### src/psc_pkg.sv
// Shared types and constants for the pressure sensor compensation block.
// No dependencies; every other file refers to this package by scoped names.
package psc_pkg;

	localparam int RawShift  = 6;
	localparam int RawWidth  = 16;
	localparam int CountW    = RawWidth - RawShift;
	localparam int CoefW     = 16;
	localparam int CfgIdxW   = 3;
	localparam int CompW     = 15;
	localparam int DivShift  = 13;

	typedef logic [CfgIdxW-1:0] cfg_idx_t;

	// Calibration register indexes
	typedef enum logic [CfgIdxW-1:0] {
		REG_A0  = 3'd0,
		REG_B1  = 3'd1,
		REG_B2  = 3'd2,
		REG_C12 = 3'd3,
		REG_C11 = 3'd4,
		REG_C22 = 3'd5
	} coef_reg_t;

	typedef logic signed [CoefW-1:0] coef_t;

	typedef struct packed {
		coef_t a0;
		coef_t b1;
		coef_t b2;
		coef_t c12;
		coef_t c11;
		coef_t c22;
	} coefs_t;

endpackage

### src/psc_ifs.sv
// Valid/ready channel interfaces for samples, results and calibration writes.
// Depends on psc_pkg for field widths.
interface psc_sample_if;
	logic                            valid;
	logic                            ready;
	logic [psc_pkg::RawWidth-1:0]    pressure_raw;
	logic [psc_pkg::RawWidth-1:0]    temperature_raw;

	modport source (output valid, output pressure_raw, output temperature_raw, input ready);
	modport sink (input valid, input pressure_raw, input temperature_raw, output ready);
endinterface

interface psc_result_if;
	logic                            valid;
	logic                            ready;
	logic signed [psc_pkg::CompW-1:0] pressure_comp;

	modport source (output valid, output pressure_comp, input ready);
	modport sink (input valid, input pressure_comp, output ready);
endinterface

interface psc_cfg_if;
	logic                        valid;
	logic                        ready;
	psc_pkg::cfg_idx_t           index;
	logic [psc_pkg::CoefW-1:0]   data;

	modport source (output valid, output index, output data, input ready);
	modport sink (input valid, input index, input data, output ready);
endinterface

### src/pressure_sensor_compensation.sv
// Top level: six-stage pipeline evaluating the pressure compensation polynomial.
// Depends on psc_pkg, psc_ifs and psc_coef_regs.
//
// Usage:
//   sample  - sink channel, one raw pressure/temperature pair per item. The top
//             ten bits of each 16-bit word are the counts; the low six are ignored.
//   result  - source channel, one compensated pressure count per item.
//   cfg     - calibration writes (index 0..5: a0, b1, b2, c12, c11, c22), always
//             ready; write only while no item is in flight.
// Stage one loads on the accepting edge, and a result is offered from stage six
// once the item has passed through all six stages.
// Throughput: one item per cycle unless held by result.ready; stages one and four
// hold the multiplies, the others the adds, and every stage carries its own valid bit.
// Stall: each stage advances when it is empty or the stage after it moves, so
// bubbles close up and sample.ready only falls once all six stages are full
// while result.ready is low. Nothing is dropped or repeated.
// Reset: all stages empty and all coefficients zero.
module pressure_sensor_compensation (
	input  logic          clk,
	input  logic          arst_n,
	psc_sample_if.sink    sample,
	psc_result_if.source  result,
	psc_cfg_if.sink       cfg
);

	localparam int CntW = psc_pkg::CountW;

	psc_pkg::coefs_t coefs;

	psc_coef_regs u_coef_regs (
		.clk    (clk),
		.arst_n (arst_n),
		.cfg    (cfg),
		.coefs  (coefs)
	);

	// stage valid bits and advance enables
	logic v_s1, v_s2, v_s3, v_s4, v_s5, v_s6;
	logic en_s1, en_s2, en_s3, en_s4, en_s5, en_s6;

	assign en_s6 = !v_s6 || result.ready;
	assign en_s5 = !v_s5 || en_s6;
	assign en_s4 = !v_s4 || en_s5;
	assign en_s3 = !v_s3 || en_s4;
	assign en_s2 = !v_s2 || en_s3;
	assign en_s1 = !v_s1 || en_s2;

	assign sample.ready = en_s1;

	always_ff @(posedge clk or negedge arst_n) begin
		if (!arst_n) begin
			v_s1 <= 1'b0;
			v_s2 <= 1'b0;
			v_s3 <= 1'b0;
			v_s4 <= 1'b0;
			v_s5 <= 1'b0;
			v_s6 <= 1'b0;
		end else begin
			if (en_s1) v_s1 <= sample.valid;
			if (en_s2) v_s2 <= v_s1;
			if (en_s3) v_s3 <= v_s2;
			if (en_s4) v_s4 <= v_s3;
			if (en_s5) v_s5 <= v_s4;
			if (en_s6) v_s6 <= v_s5;
		end
	end

	// Stage 1: extract counts, form c11*P, c12*T, c22*T
	logic [CntW-1:0]      p_in, t_in;
	logic signed [CntW:0] p_sx, t_sx;
	logic [CntW-1:0]      p_s1, t_s1;
	logic signed [26:0]   c11p_s1, c12t_s1, c22t_s1;

	assign p_in = sample.pressure_raw[psc_pkg::RawWidth-1:psc_pkg::RawShift];
	assign t_in = sample.temperature_raw[psc_pkg::RawWidth-1:psc_pkg::RawShift];
	assign p_sx = $signed({1'b0, p_in});
	assign t_sx = $signed({1'b0, t_in});

	always_ff @(posedge clk) begin
		if (en_s1) begin
			p_s1    <= p_in;
			t_s1    <= t_in;
			c11p_s1 <= coefs.c11 * p_sx;
			c12t_s1 <= coefs.c12 * t_sx;
			c22t_s1 <= coefs.c22 * t_sx;
		end
	end

	// Stage 2: a11 = b1 + floor(c11*P / 2^14); a2 from b2 and c22*T
	logic signed [16:0] a11_d;
	logic signed [31:0] a2_sum;
	logic signed [16:0] a11_s2;
	logic signed [15:0] a2_s2;
	logic signed [26:0] c12t_s2;
	logic [CntW-1:0]    p_s2, t_s2;

	assign a11_d  = 17'(coefs.b1) + 17'(c11p_s1 >>> 14);
	assign a2_sum = (32'(coefs.b2) <<< 15) + 32'(c22t_s1 >>> 1);

	always_ff @(posedge clk) begin
		if (en_s2) begin
			a11_s2  <= a11_d;
			a2_s2   <= 16'(a2_sum >>> 16);
			c12t_s2 <= c12t_s1;
			p_s2    <= p_s1;
			t_s2    <= t_s1;
		end
	end

	// Stage 3: a1 = a11 + floor(c12*T / 2^11)
	logic signed [16:0] a1_s3;
	logic signed [15:0] a2_s3;
	logic [CntW-1:0]    p_s3, t_s3;

	always_ff @(posedge clk) begin
		if (en_s3) begin
			a1_s3 <= a11_s2 + 17'(c12t_s2 >>> 11);
			a2_s3 <= a2_s2;
			p_s3  <= p_s2;
			t_s3  <= t_s2;
		end
	end

	// Stage 4: a1*P and a2*T
	logic signed [27:0] a1p_s4;
	logic signed [26:0] a2t_s4;

	always_ff @(posedge clk) begin
		if (en_s4) begin
			a1p_s4 <= a1_s3 * $signed({1'b0, p_s3});
			a2t_s4 <= a2_s3 * $signed({1'b0, t_s3});
		end
	end

	// Stage 5: y1 = a0 + floor(a1*P / 2^10)
	logic signed [17:0] y1_s5;
	logic signed [26:0] a2t_s5;

	always_ff @(posedge clk) begin
		if (en_s5) begin
			y1_s5  <= 18'(coefs.a0) + 18'(a1p_s4 >>> 10);
			a2t_s5 <= a2t_s4;
		end
	end

	// Stage 6: acc = y1*2^10 + a2*T, divide by 2^13 rounding toward zero
	logic signed [27:0]               acc;
	logic signed [psc_pkg::CompW-1:0] quo_floor;
	logic                             round_up;
	logic signed [psc_pkg::CompW-1:0] comp_s6;

	assign acc       = (28'(y1_s5) <<< 10) + 28'(a2t_s5);
	assign quo_floor = acc[psc_pkg::DivShift +: psc_pkg::CompW];
	// a negative value with a remainder floors one too low
	assign round_up  = acc[27] && (acc[psc_pkg::DivShift-1:0] != '0);

	always_ff @(posedge clk) begin
		if (en_s6) begin
			comp_s6 <= quo_floor + psc_pkg::CompW'(round_up);
		end
	end

	assign result.valid         = v_s6;
	assign result.pressure_comp = comp_s6;

endmodule

### src/psc_coef_regs.sv
// Calibration coefficient register file, written through the config channel.
// Depends on psc_pkg and psc_cfg_if.
module psc_coef_regs (
	input  logic            clk,
	input  logic            arst_n,
	psc_cfg_if.sink         cfg,
	output psc_pkg::coefs_t coefs
);

	psc_pkg::coefs_t coefs_q;

	assign cfg.ready = 1'b1;
	assign coefs     = coefs_q;

	always_ff @(posedge clk or negedge arst_n) begin
		if (!arst_n) begin
			coefs_q <= '0;
		end else if (cfg.valid) begin
			case (cfg.index)
				psc_pkg::REG_A0: begin
					coefs_q.a0 <= cfg.data;
				end
				psc_pkg::REG_B1: begin
					coefs_q.b1 <= cfg.data;
				end
				psc_pkg::REG_B2: begin
					coefs_q.b2 <= cfg.data;
				end
				psc_pkg::REG_C12: begin
					coefs_q.c12 <= cfg.data;
				end
				psc_pkg::REG_C11: begin
					coefs_q.c11 <= cfg.data;
				end
				psc_pkg::REG_C22: begin
					coefs_q.c22 <= cfg.data;
				end
				default: begin
					// drop writes past the last register
				end
			endcase
		end
	end

endmodule

### src/flat_wrapper.sv
// flat-port wrapper written by rule: the top's interface ports become plain ports
module pressure_sensor_compensation_flat 
  (clk, arst_n, sample_valid, sample_pressure_raw, sample_temperature_raw, sample_ready, result_valid, result_pressure_comp, result_ready, cfg_valid, cfg_index, cfg_data, cfg_ready);
  psc_sample_if sample_i ();
  psc_result_if result_i ();
  psc_cfg_if cfg_i ();
  input  logic clk;
  input  logic arst_n;
  input wire logic [$bits(sample_i.valid)-1:0] sample_valid;
  input wire logic [$bits(sample_i.pressure_raw)-1:0] sample_pressure_raw;
  input wire logic [$bits(sample_i.temperature_raw)-1:0] sample_temperature_raw;
  output wire logic [$bits(sample_i.ready)-1:0] sample_ready;
  output wire logic [$bits(result_i.valid)-1:0] result_valid;
  output wire logic [$bits(result_i.pressure_comp)-1:0] result_pressure_comp;
  input wire logic [$bits(result_i.ready)-1:0] result_ready;
  input wire logic [$bits(cfg_i.valid)-1:0] cfg_valid;
  input wire logic [$bits(cfg_i.index)-1:0] cfg_index;
  input wire logic [$bits(cfg_i.data)-1:0] cfg_data;
  output wire logic [$bits(cfg_i.ready)-1:0] cfg_ready;
  assign sample_i.valid = sample_valid;
  assign sample_i.pressure_raw = sample_pressure_raw;
  assign sample_i.temperature_raw = sample_temperature_raw;
  assign sample_ready = sample_i.ready;
  assign result_valid = result_i.valid;
  assign result_pressure_comp = result_i.pressure_comp;
  assign result_i.ready = result_ready;
  assign cfg_i.valid = cfg_valid;
  assign cfg_i.index = cfg_index;
  assign cfg_i.data = cfg_data;
  assign cfg_ready = cfg_i.ready;
  pressure_sensor_compensation u_core (.clk(clk), .arst_n(arst_n), .sample(sample_i), .result(result_i), .cfg(cfg_i));
endmodule
### config.mk
export PLATFORM = sky130hd
export DESIGN_NAME = pressure_sensor_compensation_flat
export DESIGN_NICKNAME = d
export VERILOG_FILES = /design/src/psc_pkg.sv /design/src/psc_ifs.sv /design/src/pressure_sensor_compensation.sv /design/src/psc_coef_regs.sv /design/src/flat_wrapper.sv
export SDC_FILE = /design/constraint.sdc
export NUM_CORES = 2
export LEC_CHECK = 0
export BUFFER_PORTS_ARGS = -buffer_cell sky130_fd_sc_hd__clkbuf_2
export CAP_MARGIN = 5
export CORE_ASPECT_RATIO = 1.5
export CORE_MARGIN = 2
export CORE_UTILIZATION = 45
export CTS_BUF_LIST = sky130_fd_sc_hd__clkbuf_8
export CTS_CLUSTER_DIAMETER = 200
export DETAILED_ROUTE_END_ITERATION = 6
export GPL_TIMING_DRIVEN = 0
export SYNTH_ARGS = -nofsm -noshare
export SYNTH_HDL_FRONTEND = slang
export SYNTH_SLANG_ARGS = --single-unit
### constraint.sdc
create_clock -name clk -period 23.6 [get_ports clk]
set_input_delay 7.08 -clock clk [delete_from_list [all_inputs] [get_ports clk]]
set_output_delay 7.08 -clock clk [all_outputs]
set_load 0.005 [all_outputs]
==> results by group <==
STA
  • Final critical-path required period: 16380 ps
  • Setup Skew: 59.7 ps
  • # setup viols final: 0
  • Final hold violation count: 0
  • RSZ-0062 raised after global routing: no
  • Slew Viols, Final: 0
  • Actual slew at the worst max-slew pin: 853 ps
  • F_max: 61.1 MHz
  • Tcrit/Tclk final: 69.4%
  • Rel. slew slack: 43.0%
  • Hold WS: 390 ps
  • Total negative slack: 0 ps

Logic synthesis
  • Post-Synth Adder-Cell Area: 42.9%
  • Post-synth EDFFs: 287
  • Post-synthesis xor/xnor area fraction: 3.58%
  • Mapped Cells: 4353
  • Syn nets: 5521
  • Main combinational cell family by area after synthesis: adder cells
  • Mean Syn Cell Area: 10.4 µm²
  • Main flop type after synthesis: edfxtp_1
  • Seq/Total Area, Yosys: 24.7%
  • Synth Area in Compound Gates: 4.88%
  • Yosys reg bits: 389
  • Synth cell types: 87
  • Warnings, synthesis: 0
  • Simple-gate area share of the yosys netlist: 12.0%
  • Multiplexer share of the synthesized area: 2.36%
  • Synthesized area: 45200 µm²
  • Fraction of registers with async set/reset: 26.2%

Die
  • Initial Util: 45.3%
  • Core Rows: 142
  • Die area: 103000 µm²
  • Die height: 392 µm
  • Ports: 74
  • Area of the core: 99900 µm²
  • Die X-Extent: 263 µm

Global routing
  • Gr ovfl total: 0
  • Gr usage total: 20.5%
  • Maximum number of pins on one net before global-route repair: 56
  • First-pass GRT wire length: 165000 µm
  • Number of global-route vias before repair: 31800
  • Antenna violations before repair: 7

Clock network
  • CTS Buf Count: 61
  • CTS tree: yes
  • CTS H-tree depth: 2
  • CTS max path bufs: 3
  • Worst skew pair latency: 730 ps
  • CTS Sinks: 389
  • Post-CTS sizing: 0
  • Hold Buf Count CTS: 0
  • CTS Root Cell: clkbuf_8
  • Clk pin slew, worst setup/hold paths: 60 ps
  • Setup Fix Bufs, Post-CTS: 0

Run status
  • Status: finished, final reports clean

Layout
  • Final Util: 48.7%
  • NumNets Final: 5648
  • Most frequent cells in the layout: inv_1 (1003), fa_1 (734), nand2_1 (508)
  • Commonest non-fill, non-tap cell in the layout: inv_1
  • Share of layout cells above drive strength 1: 6.49%
  • Area grow syn2layout: 7.51%
  • Final cell count without fillers: 5829

Critical path
  • Critical setup path kind: input port to output port
  • CP Launch Type: input port
  • Critical path required time: 16520 ps
  • Data arrival time of the critical path: 9300 ps
  • Crit. End Element: output port
  • CP Max Fanout: 23

Placed design
  • PortBufs: 58
  • Dpl cells: 5713
  • Post-detail-place hpwl: 82700 µm
  • Final Wtd Congestion: 0.845

Drt
  • Drt first pass iters: 5
  • Drt initial violations: 1396
  • Routed vias/inst: 5.04
  • Drt drc: 0
  • Routed Antenna Nets: 0
  • Per-cell routed wire length: 17.3 µm
  • Final wirelength: 101000 µm
  • Vias: 29400

Worst hold path
  • Hold Path Class: flop to flop

Job
  • Max-Cap Viols: 0
[critical path: stages]
cell,delay (ps)
clkbuf_2,80
nor2b_1,290
nand3_2,540
nor2_1,580
nand3_4,430
clkbuf_2,250
[cell usage after synthesis, types with 7 or more instances]
cell      number  area share (%)
or3_1         10            0.14
a21o_1        36            0.60
o21ai_0       28            0.31
o21ai_1       15            0.17
fa_1         734              32
a211oi_1       7            0.12
xor2_1        49            0.95
a31oi_1        9            0.12
and3_1        10            0.14
and2_1       357             4.9
nand3_1       34            0.38
buf_1          7           0.058
nand2b_1      11            0.15
xnor2_1      136             2.6
mux2_2        93             2.3
dfrtp_1      102             5.6
o21a_1        21            0.35
o21bai_1      12            0.20
a21oi_1       95             1.1
o211ai_1      15            0.25
ha_1         378              10
nor2_1        90            0.75
nor2b_1       19            0.26
edfxtp_1     287              19
clkbuf_1     145             1.2
inv_1        988             8.2
nand2_1      510             4.2
nor3_1        33            0.37
[layer usage]
metal | up-vias | wire length, µm | share of wire [%] | track usage [%]
met5 | - | 0 | 0 | 0
met4 | 0 | 4040 | 4.0 | 8.25
met3 | 161 | 3200 | 3.2 | 1.95
met2 | 469 | 54100 | 54 | 38.7
met1 | 15100 | 39600 | 39 | 23.9
li1 | 13600 | - | - | -
[per-stage QoR]
step,cell area (µm²),worst slack (ps)
final,48600,7220
after global routing,48600,7050
after CTS,48600,7180
after detailed placement,47300,7170
after global placement,47200,3450
after floorplan,45200,6160
[registers in the layout, summed over array words and instances (netlist names), 11 cells and up]
signal,count
u_core.c22t_s1,11
u_core.a11_s2,17
u_core.result.pressure_comp,15
u_core.a2_s3,16
u_core.y1_s5,18
u_core.a2t_s5,27
u_core.a1_s3,17
u_core.a2_s2,16
u_core.a1p_s4,18
u_core.c12t_s1,16
u_core.c12t_s2,16
u_core.u_coef_regs.coefs,96
u_core.c11p_s1,13
u_core.a2t_s4,27
[layout make-up]
class	count	area, µm²
sequential	389	11200
buffer	156	593
tap	1296	1620
clock inverter	47	395
timing repair buffer	64	434
fill	9362	51200
antenna	3	7.51
inverter	989	3710
clock buffer	66	908
multi-input combinational	2819	29800
[cell families (layout without fill, tap and decap cells)]
group           Yosys count  count (layout)
mux                      95              95
other cells               1               4
flops                   389             389
xor+xnor                185             185
fa+ha+maj              1112            1112
buf+inv                1145            1322
compound gates          316             316
simple gates           1110            1110
[path summary, 6_finish.rpt]
check / start / end / slack [ps] / depth (start not counted)
max in group asynchronous: arst_n / u_core.v_s4$_DFFE_PN0P_ / 16640 / 2
min in group asynchronous: arst_n / u_core.u_coef_regs.coefs[14]$_DFFE_PN0P_ / 6330 / 1
worst min register to register: u_core.t_s1[1]$_DFFE_PP_ / u_core.t_s2[1]$_DFFE_PP_ / 390 / 0
worst max register to register: u_core.p_s3[6]$_DFFE_PP_ / u_core.a1p_s4[27]$_DFFE_PP_ / 17220 / 21
worst max-delay path: result_ready / sample_ready / 7220 / 6
worst min-delay path: u_core.t_s1[1]$_DFFE_PP_ / u_core.t_s2[1]$_DFFE_PP_ / 390 / 0
Power is not shown: default switching activity piles up to over one toggle a cycle in this logic, so the estimate is an artifact.
